==> src/design/jse_pkg.sv <==
package jse_pkg;

   // queue between classifier and serializer
   localparam int QueueDepth = 4;
   localparam int QueuePtrW  = $clog2(QueueDepth);
   localparam int QueueCntW  = $clog2(QueueDepth + 1);

   // result characters
   localparam logic [7:0] CharQuote  = 8'h22;
   localparam logic [7:0] CharBslash = 8'h5C;
   localparam logic [7:0] CharLowerU = 8'h75;

   // surrogate bases
   localparam logic [15:0] SurrHiBase = 16'hD800;
   localparam logic [15:0] SurrLoBase = 16'hDC00;
   localparam logic [20:0] SuppBase   = 21'h10000;

   // what the body of one job expands to
   typedef enum logic [2:0] {
      KIND_NONE,
      KIND_LIT,
      KIND_ESC,
      KIND_HEX,
      KIND_HEX2,
      KIND_RAW,
      KIND_ERR
   } jse_kind_type;

   // one classified item: optional quotes around one body
   typedef struct packed {
      logic         open;
      logic         close;
      jse_kind_type kind;
      logic [2:0]   nraw;
      logic [31:0]  data;
   } jse_job_type;

   // queue status toward front and back
   typedef struct packed {
      logic full;
      logic nonempty;
   } jse_qstat_type;

   // uppercase hex digit
   function automatic logic [7:0] hex_char(input logic [3:0] nib);
      logic [7:0] c;
      if (nib < 4'd10) begin
         c = 8'h30 + {4'h0, nib};
      end else begin
         c = 8'h37 + {4'h0, nib};
      end
      return c;
   endfunction

   // second character of a short escape, zero if none
   function automatic logic [7:0] short_escape(input logic [7:0] b);
      logic [7:0] e;
      case (b)
         8'h22: e = 8'h22;
         8'h5C: e = 8'h5C;
         8'h08: e = 8'h62;
         8'h0C: e = 8'h66;
         8'h0A: e = 8'h6E;
         8'h0D: e = 8'h72;
         8'h09: e = 8'h74;
         default: e = 8'h00;
      endcase
      return e;
   endfunction

endpackage

==> src/design/jse_if.sv <==
interface jse_req_if;
   logic       valid;
   logic       ready;
   logic [7:0] str_byte;
   logic       starts_string;
   logic       ends_string;
   logic       empty_string;

   modport source(output valid, str_byte, starts_string, ends_string, empty_string,
                  input ready);
   modport sink(input valid, str_byte, starts_string, ends_string, empty_string,
                output ready);
endinterface

interface jse_rsp_if;
   logic       valid;
   logic       ready;
   logic [7:0] out_char;
   logic       run_last;
   logic       malformed;

   modport source(output valid, out_char, run_last, malformed, input ready);
   modport sink(input valid, out_char, run_last, malformed, output ready);
endinterface

==> src/design/json_string_escaper.sv <==
// channel   dir  handshake          payload
// req       in   valid/ready        str_byte, starts_string, ends_string, empty_string
// rsp       out  valid/ready        out_char, run_last, malformed
// csr       in   csr_wr_en (no ack) csr_wr_data = escape non-ascii as \u hex
//
// a byte is classified in the cycle it is taken and queued as at most one job; the
// serializer then gives one character per cycle while rsp is ready, so a job expands
// to 1 character for plain text, up to 13 for a surrogate pair and the closing quote.
// input keeps flowing at one byte per cycle until the 4-entry job queue fills.
// reset is synchronous and clears decoder state, queue and output valid.
// rsp holds while ready is low; a stalled output stalls input only through the queue.
module json_string_escaper (
   input  logic      clock,
   input  logic      reset,
   jse_req_if.sink   req,
   jse_rsp_if.source rsp,
   input  logic      csr_wr_en,
   input  logic      csr_wr_data
);

   logic                   push;
   logic                   pop;
   jse_pkg::jse_job_type   push_job;
   jse_pkg::jse_job_type   head_job;
   jse_pkg::jse_qstat_type qstat;

   // classifier and utf-8 decoder
   jse_front u_front (
      .clock       (clock),
      .reset       (reset),
      .req         (req),
      .csr_wr_en   (csr_wr_en),
      .csr_wr_data (csr_wr_data),
      .qstat       (qstat),
      .push        (push),
      .push_job    (push_job)
   );

   // job queue
   jse_queue u_queue (
      .clock    (clock),
      .reset    (reset),
      .push     (push),
      .push_job (push_job),
      .pop      (pop),
      .head_job (head_job),
      .qstat    (qstat)
   );

   // character serializer
   jse_back u_back (
      .clock    (clock),
      .reset    (reset),
      .head_job (head_job),
      .qstat    (qstat),
      .pop      (pop),
      .rsp      (rsp)
   );

endmodule

==> src/design/jse_front.sv <==
module jse_front (
   input  logic                 clock,
   input  logic                 reset,
   jse_req_if.sink              req,
   input  logic                 csr_wr_en,
   input  logic                 csr_wr_data,
   input  jse_pkg::jse_qstat_type qstat,
   output logic                 push,
   output jse_pkg::jse_job_type push_job
);

   logic        unicode_esc_ff;
   logic [20:0] cp_ff, cp_in;
   logic [1:0]  expect_ff, expect_in;
   logic [23:0] held_ff, held_in;
   logic [1:0]  held_cnt_ff, held_cnt_in;
   logic        discard_ff, discard_in;

   logic                 take;
   jse_pkg::jse_job_type job;
   logic                 emit;

   assign req.ready = !qstat.full;
   assign take      = req.valid && req.ready;
   assign push      = take && emit;
   assign push_job  = job;

   // decode one transfer against the pending sequence
   always_comb begin
      logic [7:0]  b;
      logic [7:0]  esc;
      logic        bad;
      logic [20:0] cp_c;
      logic [1:0]  exp_c;
      logic [23:0] held_c;
      logic [1:0]  cnt_c;
      logic [20:0] adj;
      logic [15:0] hi;
      logic [15:0] lo;

      b           = req.str_byte;
      esc         = 8'h00;
      bad         = 1'b0;
      job         = '0;
      job.kind    = jse_pkg::KIND_NONE;
      emit        = 1'b0;
      cp_in       = cp_ff;
      expect_in   = expect_ff;
      held_in     = held_ff;
      held_cnt_in = held_cnt_ff;
      discard_in  = discard_ff;
      cp_c        = cp_ff;
      exp_c       = expect_ff;
      held_c      = held_ff;
      cnt_c       = held_cnt_ff;
      adj         = '0;
      hi          = '0;
      lo          = '0;

      if (take) begin
         if (req.empty_string) begin
            job.open    = 1'b1;
            job.close   = 1'b1;
            emit        = 1'b1;
            cp_in       = '0;
            expect_in   = '0;
            held_in     = '0;
            held_cnt_in = '0;
            discard_in  = 1'b0;
         end else if (!req.starts_string && discard_ff) begin
            if (req.ends_string) begin
               discard_in = 1'b0;
            end
         end else begin
            // a new string drops whatever was pending
            if (req.starts_string) begin
               job.open   = 1'b1;
               cp_c       = '0;
               exp_c      = '0;
               held_c     = '0;
               cnt_c      = '0;
               discard_in = 1'b0;
            end
            cp_in       = cp_c;
            expect_in   = exp_c;
            held_in     = held_c;
            held_cnt_in = cnt_c;

            if (exp_c != 2'd0) begin
               // continuation byte
               if (b[7:6] != 2'b10) begin
                  bad = 1'b1;
               end else begin
                  cp_in     = {cp_c[14:0], b[5:0]};
                  expect_in = exp_c - 2'd1;
                  if (expect_in == 2'd0) begin
                     if (!unicode_esc_ff) begin
                        job.kind = jse_pkg::KIND_RAW;
                        job.nraw = {1'b0, cnt_c} + 3'd1;
                        job.data = {held_c, b} << {2'(2'd3 - cnt_c), 3'b000};
                     end else if (cp_in[20:16] == 5'd0) begin
                        job.kind = jse_pkg::KIND_HEX;
                        job.data = {cp_in[15:0], 16'h0000};
                     end else begin
                        adj      = cp_in - jse_pkg::SuppBase;
                        hi       = jse_pkg::SurrHiBase + {5'b0, adj[20:10]};
                        lo       = jse_pkg::SurrLoBase + {6'b0, adj[9:0]};
                        job.kind = jse_pkg::KIND_HEX2;
                        job.data = {hi, lo};
                     end
                     cp_in       = '0;
                     held_in     = '0;
                     held_cnt_in = '0;
                  end else begin
                     held_in     = {held_c[15:0], b};
                     held_cnt_in = cnt_c + 2'd1;
                  end
               end
            end else begin
               // plain byte or lead byte
               esc = jse_pkg::short_escape(b);
               if (esc != 8'h00) begin
                  job.kind      = jse_pkg::KIND_ESC;
                  job.data[7:0] = esc;
               end else if (b < 8'h20) begin
                  job.kind = jse_pkg::KIND_HEX;
                  job.data = {8'h00, b, 16'h0000};
               end else if (b < 8'h80) begin
                  job.kind      = jse_pkg::KIND_LIT;
                  job.data[7:0] = b;
               end else if (b[7:5] == 3'b110) begin
                  expect_in   = 2'd1;
                  cp_in       = {16'h0, b[4:0]};
                  held_in     = {16'h0, b};
                  held_cnt_in = 2'd1;
               end else if (b[7:4] == 4'b1110) begin
                  expect_in   = 2'd2;
                  cp_in       = {17'h0, b[3:0]};
                  held_in     = {16'h0, b};
                  held_cnt_in = 2'd1;
               end else if (b[7:3] == 5'b11110) begin
                  expect_in   = 2'd3;
                  cp_in       = {18'h0, b[2:0]};
                  held_in     = {16'h0, b};
                  held_cnt_in = 2'd1;
               end else begin
                  bad = 1'b1;
               end
            end

            // truncated sequence at end of string
            if (!bad && req.ends_string && expect_in != 2'd0) begin
               bad = 1'b1;
            end

            if (bad) begin
               job.kind    = jse_pkg::KIND_ERR;
               job.data    = '0;
               job.nraw    = '0;
               cp_in       = '0;
               expect_in   = '0;
               held_in     = '0;
               held_cnt_in = '0;
               discard_in  = !req.ends_string;
            end else begin
               job.close = req.ends_string;
            end
            emit = job.open || job.close || (job.kind != jse_pkg::KIND_NONE);
         end
      end
   end

   // decoder state
   always_ff @(posedge clock) begin
      if (reset) begin
         cp_ff       <= '0;
         expect_ff   <= '0;
         held_ff     <= '0;
         held_cnt_ff <= '0;
         discard_ff  <= 1'b0;
      end else begin
         cp_ff       <= cp_in;
         expect_ff   <= expect_in;
         held_ff     <= held_in;
         held_cnt_ff <= held_cnt_in;
         discard_ff  <= discard_in;
      end
   end

   // control register
   always_ff @(posedge clock) begin
      if (reset) begin
         unicode_esc_ff <= 1'b0;
      end else if (csr_wr_en) begin
         unicode_esc_ff <= csr_wr_data;
      end
   end

   // a discard never coexists with a pending sequence
   a_discard_no_pending: assert property (@(posedge clock) disable iff (reset)
      discard_ff |-> (expect_ff == 2'd0))
      else $error("discard with pending sequence");

   // pending sequence always holds its lead byte
   a_pending_held: assert property (@(posedge clock) disable iff (reset)
      (expect_ff != 2'd0) |-> (held_cnt_ff != 2'd0) && (expect_ff + held_cnt_ff <= 3'd4))
      else $error("pending sequence byte count inconsistent");

endmodule

==> src/design/jse_queue.sv <==
module jse_queue (
   input  logic                   clock,
   input  logic                   reset,
   input  logic                   push,
   input  jse_pkg::jse_job_type   push_job,
   input  logic                   pop,
   output jse_pkg::jse_job_type   head_job,
   output jse_pkg::jse_qstat_type qstat
);

   jse_pkg::jse_job_type                  slot_ff [jse_pkg::QueueDepth];
   logic [jse_pkg::QueuePtrW-1:0]         wr_ptr_ff, wr_ptr_in;
   logic [jse_pkg::QueuePtrW-1:0]         rd_ptr_ff, rd_ptr_in;
   logic [jse_pkg::QueueCntW-1:0]         cnt_ff, cnt_in;

   assign head_job       = slot_ff[rd_ptr_ff];
   assign qstat.full     = (cnt_ff == jse_pkg::QueueCntW'(jse_pkg::QueueDepth));
   assign qstat.nonempty = (cnt_ff != '0);

   // pointer and fill update
   always_comb begin
      wr_ptr_in = push ? wr_ptr_ff + 1'b1 : wr_ptr_ff;
      rd_ptr_in = pop ? rd_ptr_ff + 1'b1 : rd_ptr_ff;
      cnt_in    = cnt_ff + {{(jse_pkg::QueueCntW-1){1'b0}}, push}
                         - {{(jse_pkg::QueueCntW-1){1'b0}}, pop};
   end

   always_ff @(posedge clock) begin
      if (reset) begin
         wr_ptr_ff <= '0;
         rd_ptr_ff <= '0;
         cnt_ff    <= '0;
      end else begin
         wr_ptr_ff <= wr_ptr_in;
         rd_ptr_ff <= rd_ptr_in;
         cnt_ff    <= cnt_in;
      end
   end

   // job storage
   always_ff @(posedge clock) begin
      if (push) begin
         slot_ff[wr_ptr_ff] <= push_job;
      end
   end

   a_no_overflow: assert property (@(posedge clock) disable iff (reset)
      push |-> (!qstat.full || pop))
      else $error("queue overflow");

   a_no_underflow: assert property (@(posedge clock) disable iff (reset)
      pop |-> qstat.nonempty)
      else $error("queue underflow");

endmodule

==> src/design/jse_back.sv <==
module jse_back (
   input  logic                   clock,
   input  logic                   reset,
   input  jse_pkg::jse_job_type   head_job,
   input  jse_pkg::jse_qstat_type qstat,
   output logic                   pop,
   jse_rsp_if.source              rsp
);

   logic [3:0] idx_ff, idx_in;
   logic       rsp_valid_ff, rsp_valid_in;
   logic [7:0] char_ff, char_in;
   logic       last_ff, last_in;
   logic       malformed_ff, malformed_in;

   logic       load;
   logic [3:0] body_len;
   logic [3:0] job_len;

   assign rsp.valid     = rsp_valid_ff;
   assign rsp.out_char  = char_ff;
   assign rsp.run_last  = last_ff;
   assign rsp.malformed = malformed_ff;

   assign load = qstat.nonempty && (!rsp_valid_ff || rsp.ready);

   // character count of the head job
   always_comb begin
      case (head_job.kind)
         jse_pkg::KIND_NONE: body_len = 4'd0;
         jse_pkg::KIND_LIT:  body_len = 4'd1;
         jse_pkg::KIND_ESC:  body_len = 4'd2;
         jse_pkg::KIND_HEX:  body_len = 4'd6;
         jse_pkg::KIND_HEX2: body_len = 4'd12;
         jse_pkg::KIND_RAW:  body_len = {1'b0, head_job.nraw};
         jse_pkg::KIND_ERR:  body_len = 4'd1;
         default:            body_len = 4'd0;
      endcase
      job_len = body_len + {3'b0, head_job.open} + {3'b0, head_job.close};
   end

   // pick the character at the current position
   always_comb begin
      logic [3:0]  j;
      logic [3:0]  k;
      logic [15:0] word;
      logic [7:0]  body_char;

      j         = idx_ff - {3'b0, head_job.open};
      k         = (j >= 4'd6) ? j - 4'd6 : j;
      word      = (j >= 4'd6) ? head_job.data[15:0] : head_job.data[31:16];
      body_char = 8'h00;

      case (head_job.kind)
         jse_pkg::KIND_LIT: body_char = head_job.data[7:0];
         jse_pkg::KIND_ESC: body_char = (j == 4'd0) ? jse_pkg::CharBslash
                                                     : head_job.data[7:0];
         jse_pkg::KIND_RAW: body_char = 8'(head_job.data >> {2'(2'd3 - j[1:0]), 3'b000});
         jse_pkg::KIND_HEX, jse_pkg::KIND_HEX2: begin
            case (k)
               4'd0:    body_char = jse_pkg::CharBslash;
               4'd1:    body_char = jse_pkg::CharLowerU;
               4'd2:    body_char = jse_pkg::hex_char(word[15:12]);
               4'd3:    body_char = jse_pkg::hex_char(word[11:8]);
               4'd4:    body_char = jse_pkg::hex_char(word[7:4]);
               default: body_char = jse_pkg::hex_char(word[3:0]);
            endcase
         end
         default: body_char = 8'h00;
      endcase

      rsp_valid_in = rsp_valid_ff;
      char_in      = char_ff;
      last_in      = last_ff;
      malformed_in = malformed_ff;
      idx_in       = idx_ff;
      pop          = 1'b0;

      if (rsp_valid_ff && rsp.ready) begin
         rsp_valid_in = 1'b0;
      end
      if (load) begin
         rsp_valid_in = 1'b1;
         malformed_in = 1'b0;
         if (head_job.open && idx_ff == 4'd0) begin
            char_in = jse_pkg::CharQuote;
         end else if (j < body_len) begin
            char_in      = body_char;
            malformed_in = (head_job.kind == jse_pkg::KIND_ERR);
         end else begin
            char_in = jse_pkg::CharQuote;
         end
         last_in = (idx_ff == job_len - 4'd1);
         if (last_in) begin
            pop    = 1'b1;
            idx_in = '0;
         end else begin
            idx_in = idx_ff + 4'd1;
         end
      end
   end

   // output register and position counter
   always_ff @(posedge clock) begin
      if (reset) begin
         idx_ff       <= '0;
         rsp_valid_ff <= 1'b0;
      end else begin
         idx_ff       <= idx_in;
         rsp_valid_ff <= rsp_valid_in;
      end
   end

   always_ff @(posedge clock) begin
      char_ff      <= char_in;
      last_ff      <= last_in;
      malformed_ff <= malformed_in;
   end

   // an error ends the run of results for its transfer
   a_error_is_last: assert property (@(posedge clock) disable iff (reset)
      (rsp_valid_ff && malformed_ff) |-> last_ff)
      else $error("error result not last of its run");

   // the position never runs past the head job
   a_idx_in_range: assert property (@(posedge clock) disable iff (reset)
      qstat.nonempty |-> (idx_ff < job_len))
      else $error("serializer position beyond job length");

endmodule
==> src/flat_wrapper.sv <==
// flat-port wrapper written by rule: the top's interface ports become plain ports
module json_string_escaper_flat 
  (clock, reset, csr_wr_en, csr_wr_data, req_valid, req_str_byte, req_starts_string, req_ends_string, req_empty_string, req_ready, rsp_valid, rsp_out_char, rsp_run_last, rsp_malformed, rsp_ready);
  jse_req_if req_i ();
  jse_rsp_if rsp_i ();
  input  logic clock;
  input  logic reset;
  input  logic csr_wr_en;
  input  logic csr_wr_data;
  input wire logic [$bits(req_i.valid)-1:0] req_valid;
  input wire logic [$bits(req_i.str_byte)-1:0] req_str_byte;
  input wire logic [$bits(req_i.starts_string)-1:0] req_starts_string;
  input wire logic [$bits(req_i.ends_string)-1:0] req_ends_string;
  input wire logic [$bits(req_i.empty_string)-1:0] req_empty_string;
  output wire logic [$bits(req_i.ready)-1:0] req_ready;
  output wire logic [$bits(rsp_i.valid)-1:0] rsp_valid;
  output wire logic [$bits(rsp_i.out_char)-1:0] rsp_out_char;
  output wire logic [$bits(rsp_i.run_last)-1:0] rsp_run_last;
  output wire logic [$bits(rsp_i.malformed)-1:0] rsp_malformed;
  input wire logic [$bits(rsp_i.ready)-1:0] rsp_ready;
  assign req_i.valid = req_valid;
  assign req_i.str_byte = req_str_byte;
  assign req_i.starts_string = req_starts_string;
  assign req_i.ends_string = req_ends_string;
  assign req_i.empty_string = req_empty_string;
  assign req_ready = req_i.ready;
  assign rsp_valid = rsp_i.valid;
  assign rsp_out_char = rsp_i.out_char;
  assign rsp_run_last = rsp_i.run_last;
  assign rsp_malformed = rsp_i.malformed;
  assign rsp_i.ready = rsp_ready;
  json_string_escaper u_core (.clock(clock), .reset(reset), .req(req_i), .rsp(rsp_i), .csr_wr_en(csr_wr_en), .csr_wr_data(csr_wr_data));
endmodule
==> config.mk <==
export PLATFORM = sky130hd
export DESIGN_NAME = json_string_escaper_flat
export DESIGN_NICKNAME = d
export VERILOG_FILES = /design/src/design/jse_pkg.sv /design/src/design/jse_if.sv /design/src/design/json_string_escaper.sv /design/src/design/jse_front.sv /design/src/design/jse_queue.sv /design/src/design/jse_back.sv /design/src/flat_wrapper.sv
export SDC_FILE = /design/constraint.sdc
export NUM_CORES = 1
export LEC_CHECK = 0
export BUFFER_PORTS_ARGS = -buffer_cell sky130_fd_sc_hd__buf_2
export CORE_ASPECT_RATIO = 1.2
export CORE_UTILIZATION = 64
export DETAILED_ROUTE_END_ITERATION = 12
export PLACE_DENSITY = 0.81
export SETUP_SLACK_MARGIN = 0.05
export SYNTH_ARGS = -nofsm -noshare
export SYNTH_HDL_FRONTEND = slang
export SYNTH_SLANG_ARGS = --single-unit
==> constraint.sdc <==
create_clock -name clock -period 10.9 [get_ports clock]
set_clock_uncertainty 0.15 [all_clocks]
set_input_delay 0 -clock clock [delete_from_list [all_inputs] [get_ports clock]]
set_output_delay 0 -clock clock [all_outputs]
set_load 0.1 [all_outputs]
==> flow_summary.html <==
<table>
<tr><th>Metric</th><th>Value</th></tr>
<tr><th colspan="2">Global routing</th></tr>
<tr><td>Number of antenna violations at the first check in global routing</td><td>0</td></tr>
<tr><td>Global-route wire length before repair</td><td>51,000 um</td></tr>
<tr><td>Number of global-route vias before repair</td><td>9,301</td></tr>
<tr><td>Maximum number of pins on one net before global-route repair</td><td>41</td></tr>
<tr><td>Gr usage total</td><td>34.4%</td></tr>
<tr><td>Congestion Overflow GR</td><td>0</td></tr>
<tr><th colspan="2">Timing</th></tr>
<tr><td>Setup repair after global routing missed its margin</td><td>false</td></tr>
<tr><td>Tightest Pin Transition</td><td>1.14 ns</td></tr>
<tr><td>Maximum achievable frequency</td><td>170 MHz</td></tr>
<tr><td>Total count of max-transition violations in the final report</td><td>0</td></tr>
<tr><td>Slew HR</td><td>24.1%</td></tr>
<tr><td>Setup_tns</td><td>0 ns</td></tr>
<tr><td>Time the worst path needs with I/O delays and setup</td><td>5.88 ns</td></tr>
<tr><td>Final critical-path share of the clock period</td><td>54.0%</td></tr>
<tr><td>Final setup vio count</td><td>0</td></tr>
<tr><td>Number of endpoints with negative hold slack in the final report</td><td>0</td></tr>
<tr><th colspan="2">Logic synthesis</th></tr>
<tr><td>Number of standard cells after synthesis</td><td>1,075</td></tr>
<tr><td>Post-synthesis sequential element count</td><td>229</td></tr>
<tr><td>Simple-gate area share of the yosys netlist</td><td>13.1%</td></tr>
<tr><td>Largest family of logic cells by synthesized area</td><td>compound AO/OA/AOI/OAI gates</td></tr>
<tr><td>Adder-cell share of the synthesized area</td><td>3.00%</td></tr>
<tr><td>Flip-flop cell with the highest count after synthesis</td><td>edfxtp_1</td></tr>
<tr><td>Count of flip-flops with a built-in enable after synthesis</td><td>170</td></tr>
<tr><td>Area leader, netlist</td><td>edfxtp_1</td></tr>
<tr><td>Total standard cell area after synthesis</td><td>12,200 sq um</td></tr>
<tr><td>Most instantiated cells after synthesis</td><td>170 x edfxtp_1, 93 x nand2_1, 82 x nor2_1</td></tr>
<tr><td>Sequential area share after synthesis</td><td>51.6%</td></tr>
<tr><td>Post-synth top area share</td><td>41.9%</td></tr>
<tr><td>Number of synthesis warnings</td><td>0</td></tr>
<tr><td>Most frequent cell after synthesis</td><td>edfxtp_1</td></tr>
<tr><td>Number of nets in the synthesized netlist</td><td>1,120</td></tr>
<tr><td>Count of different cell masters after synthesis</td><td>83</td></tr>
<tr><td>Compound-gate portion of the synthesized area</td><td>17.4%</td></tr>
<tr><td>Post-synthesis area per instance</td><td>11.3 sq um</td></tr>
<tr><td>Proportion of synthesized area in mux cells</td><td>9.87%</td></tr>
<tr><td>Cells taking the most area after synthesis</td><td>edfxtp_1 42%, dfxtp_1 9.7%, mux4_2 8.0%</td></tr>
<tr><td>Share of flip-flops with an asynchronous set or reset after synthesis</td><td>0%</td></tr>
<tr><td>Synthesized-area fraction occupied by xor and xnor cells</td><td>1.34%</td></tr>
<tr><th colspan="2">Worst setup path</th></tr>
<tr><td>CP Capture Point</td><td>u_core.u_back.rsp.out_char[4]$_SDFFCE_PP0P_</td></tr>
<tr><td>CP required</td><td>10.99 ns</td></tr>
<tr><td>Arrival time of data at the critical path endpoint</td><td>5.97 ns</td></tr>
<tr><td>Endpoint of the worst-slack reg-to-reg timing path</td><td>u_core.u_back.rsp.out_char[4]$_SDFFCE_PP0P_</td></tr>
<tr><td>Series of cell instances along the critical path</td><td>buf_4 -&gt; mux4_2 -&gt; ha_1 -&gt; ha_1 -&gt; nor2b_1 -&gt; o21bai_1 -&gt; nand2_1 -&gt; mux2i_1 -&gt; ha_1 -&gt; a21oi_1 -&gt; o31ai_1 -&gt; a221oi_1 -&gt; a31oi_1</td></tr>
<tr><td>Register-to-Register Path Depth</td><td>13</td></tr>
<tr><td>Startpoint Class</td><td>flip-flop</td></tr>
<tr><td>Top cell family by delay on the critical path</td><td>compound AO/OA/AOI/OAI gates</td></tr>
<tr><td>Slowest stage cell, crit path</td><td>ha_1</td></tr>
<tr><td>Setup CP Type</td><td>flip-flop to flip-flop</td></tr>
<tr><td>Stage delay of the slowest cell on the critical path</td><td>0.72 ns</td></tr>
<tr><td>Setup slack, reg-to-reg</td><td>5.02 ns</td></tr>
<tr><td>Most common cell type on the critical path</td><td>ha_1</td></tr>
<tr><td>Kind of capture point of the worst setup path</td><td>flip-flop</td></tr>
<tr><td>Depth of the critical timing path with buffers and inverters included</td><td>13</td></tr>
<tr><td>Combined buffer and inverter count along the critical path</td><td>1</td></tr>
<tr><td>Critical path peak fanout</td><td>40</td></tr>
<tr><th colspan="2">Finish</th></tr>
<tr><td>Antenna diodes</td><td>0</td></tr>
<tr><td>Layout overhead on the synthesized area</td><td>9.49%</td></tr>
<tr><td>Fill count</td><td>1,253</td></tr>
<tr><td>Final net count</td><td>1,132</td></tr>
<tr><td>Fraction of layout cells with a size suffix above 1</td><td>12.3%</td></tr>
<tr><th colspan="2">Placed design</th></tr>
<tr><td>Final RePlAce weighted congestion</td><td>1.02</td></tr>
<tr><td>Estimated wirelength of the detail-placed design</td><td>22,300 um</td></tr>
<tr><td>Number of I/O port buffers</td><td>28</td></tr>
<tr><th colspan="2">Power</th></tr>
<tr><td>Final Total Pwr</td><td>3640 uW</td></tr>
<tr><td>Peak supply drop</td><td>0.186 mV</td></tr>
<tr><td>Power Internal</td><td>2120 uW</td></tr>
<tr><td>Sequential power share</td><td>31.1%</td></tr>
<tr><td>Switching part of the total power</td><td>41.8%</td></tr>
<tr><td>Lkg Pwr</td><td>0.00463 uW</td></tr>
<tr><td>Share of total power in the clock network</td><td>21.6%</td></tr>
<tr><td>Cell area power density</td><td>273 nW/um^2</td></tr>
<tr><td>Power share of the combinational group</td><td>47.3%</td></tr>
<tr><td>Switching power summed over all nets</td><td>1520 uW</td></tr>
<tr><th colspan="2">Drt</th></tr>
<tr><td>Vias after detailed routing</td><td>9,417</td></tr>
<tr><td>DR WL/cell</td><td>24.3 um</td></tr>
<tr><td>Number of detailed-routing iterations run before antenna repair</td><td>5</td></tr>
<tr><td>Ratio of routed vias to standard cells</td><td>6.94</td></tr>
<tr><td>DRC Markers</td><td>0</td></tr>
<tr><td>Final ANT Viol Nets</td><td>0</td></tr>
<tr><td>Aggregate routed wire length</td><td>33,000 um</td></tr>
<tr><td>DRT iter0 DRCs</td><td>777</td></tr>
<tr><th colspan="2">Job</th></tr>
<tr><td>Total of max-cap violations</td><td>0</td></tr>
<tr><th colspan="2">Die</th></tr>
<tr><td>Die Outline Area</td><td>19,600 sq um</td></tr>
<tr><td>Number of placement rows</td><td>54</td></tr>
<tr><td>Effective utilization at floorplan</td><td>66.3%</td></tr>
<tr><td>Vertical die dimension</td><td>153 um</td></tr>
<tr><td>Core footprint</td><td>18,400 sq um</td></tr>
<tr><td>Width of the die</td><td>128 um</td></tr>
<tr><td>Io pins</td><td>29</td></tr>
<tr><th colspan="2">Clock network</th></tr>
<tr><td>Setup bufs post-CTS</td><td>0</td></tr>
<tr><td>CTS tree</td><td>yes</td></tr>
<tr><td>Clk sink count</td><td>229</td></tr>
<tr><td>Inserted Clock Buffers</td><td>24</td></tr>
<tr><td>Clock input transition at the sequential cells of the worst setup and hold paths</td><td>0.06 ns</td></tr>
<tr><td>Maximum clock path buffer count</td><td>3</td></tr>
<tr><td>Clock latency on the worst-skew pair</td><td>0.52 ns</td></tr>
<tr><td>Htree depth</td><td>1</td></tr>
<tr><td>Clock root cell</td><td>clkbuf_16</td></tr>
<tr><th colspan="2">Status</th></tr>
<tr><td>Run status</td><td>completed</td></tr>
<tr><th colspan="2">Worst hold path</th></tr>
<tr><td>Hold WC Path Type</td><td>input port to flip-flop</td></tr>
</table>
## what timing repair did
action / 4_1_cts / 5_1_grt
gates resized for setup: 0 / 0
hold buffers: 19 / 0
hold endpoints to repair: 77 / 0
## cell usage in the layout (no fill, tap or decap), types with 19 or more instances in the layout
cell	n
mux4_2	43
inv_1	35
a22o_1	26
ha_1	26
clkbuf_16	25
buf_2	28
mux2i_1	20
nor2_1	82
dfxtp_1	57
nand2_1	93
nand3_1	29
dlygate4sd3_1	19
a21oi_1	61
edfxtp_1	170
o21ai_0	57
nor3_1	26
nor2b_1	27
## cell families (layout without fill, tap and decap cells)
kind of cell    count (synthesis)  after routing
simple gates                  324            324
mux                            66             66
flops                         229            229
buf+inv                       104            134
fa+ha+maj                      28             28
compound gates                307            307
xor+xnor                       17             17
## per-layer routing
metal	global-route usage, %	up-vias	part of all wire, %
li1	-	4177	-
met5	0	-	0
met2	58.6	548	49
met1	41.8	4552	37
met4	20.1	0	6.1
met3	4.80	140	7.3
## final cells by class
| class | instances | area [sq um] | share of cell area (%) |
|---|---|---|---|
| tap | 252 | 315 | 2.36 |
| timing repair buffer | 52 | 368 | 2.76 |
| multi-input combinational | 742 | 5460 | 40.9 |
| inverter | 38 | 143 | 1.07 |
| sequential | 229 | 6290 | 47.2 |
| clock inverter | 12 | 98.8 | 0.741 |
| clock buffer | 32 | 662 | 4.96 |
## worst min-delay path by stage
stage                      startpoint                                          to  slack [ns]  depth (start not counted)
after floorplan           csr_wr_data  u_core.u_front.unicode_esc_ff$_SDFFE_PP0P_      -0.003                          2
after global placement    csr_wr_data  u_core.u_front.unicode_esc_ff$_SDFFE_PP0P_        0.09                          3
after detailed placement  csr_wr_data  u_core.u_front.unicode_esc_ff$_SDFFE_PP0P_        0.12                          3
after CTS                   req_valid     u_core.u_queue.slot_ff[0][39]$_DFFE_PP_        0.03                          3
after global routing        req_valid     u_core.u_queue.slot_ff[2][39]$_DFFE_PP_        0.08                          3
final                       req_valid     u_core.u_queue.slot_ff[0][39]$_DFFE_PP_        0.07                          3
## per-stage QoR
step | utilization [%] | instances | hold WS [ns] | area [sq um] | setup slack [ns]
floorplan | - | 1075 | -0.00280 | 12200 | 6.12
global placement | 67.4 | 1294 | 0.0874 | 12400 | 5.19
detailed placement | 67.4 | 1294 | 0.120 | 12400 | 5.13
CTS | 72.5 | 1357 | 0.0311 | 13300 | 5.09
global route | 72.5 | 1357 | 0.0772 | 13300 | 4.67
finish | 72.5 | 1357 | 0.0681 | 13300 | 5.02
## state kept, by name (all words and copies together) (netlist names), named ones only
register,cells
u_core.u_back.rsp.valid,1
u_core.u_back.rsp.run_last,1
u_core.u_front.held_ff,24
u_core.u_back.rsp.out_char,8
u_core.u_front.expect_ff,2
u_core.u_queue.wr_ptr_ff,2
u_core.u_queue.cnt_ff,3
u_core.u_front.unicode_esc_ff,1
u_core.u_queue.rd_ptr_ff,2
u_core.u_front.cp_ff,15
u_core.u_back.idx_ff,4
u_core.u_queue.slot_ff,160
u_core.u_front.discard_ff,1
u_core.u_front.held_cnt_ff,2
u_core.u_back.rsp.malformed,1
## worst reg2reg max path, delay by kind of cell, from the launching register on
family | cells | cell delay, ns
buffers and inverters | 1 | 0.60
adder cells (fa/ha/maj) | 3 | 1.22
multiplexers | 2 | 0.95
flip-flops | 1 | 0.31
AND/OR/NAND/NOR | 2 | 0.68
AO/OA/AOI/OAI | 5 | 1.70
## power by group through the flow
stage	Combinational (uW)	Sequential, uW	Clock (uW)
after global routing	1830	1140	825
after detailed placement	1660	1150	0
after CTS	1690	1130	787
after floorplan	1150	1280	0
after global placement	1670	1140	0
final	1730	1130	786
No activity file was read; power rests on OpenSTA's default activity.
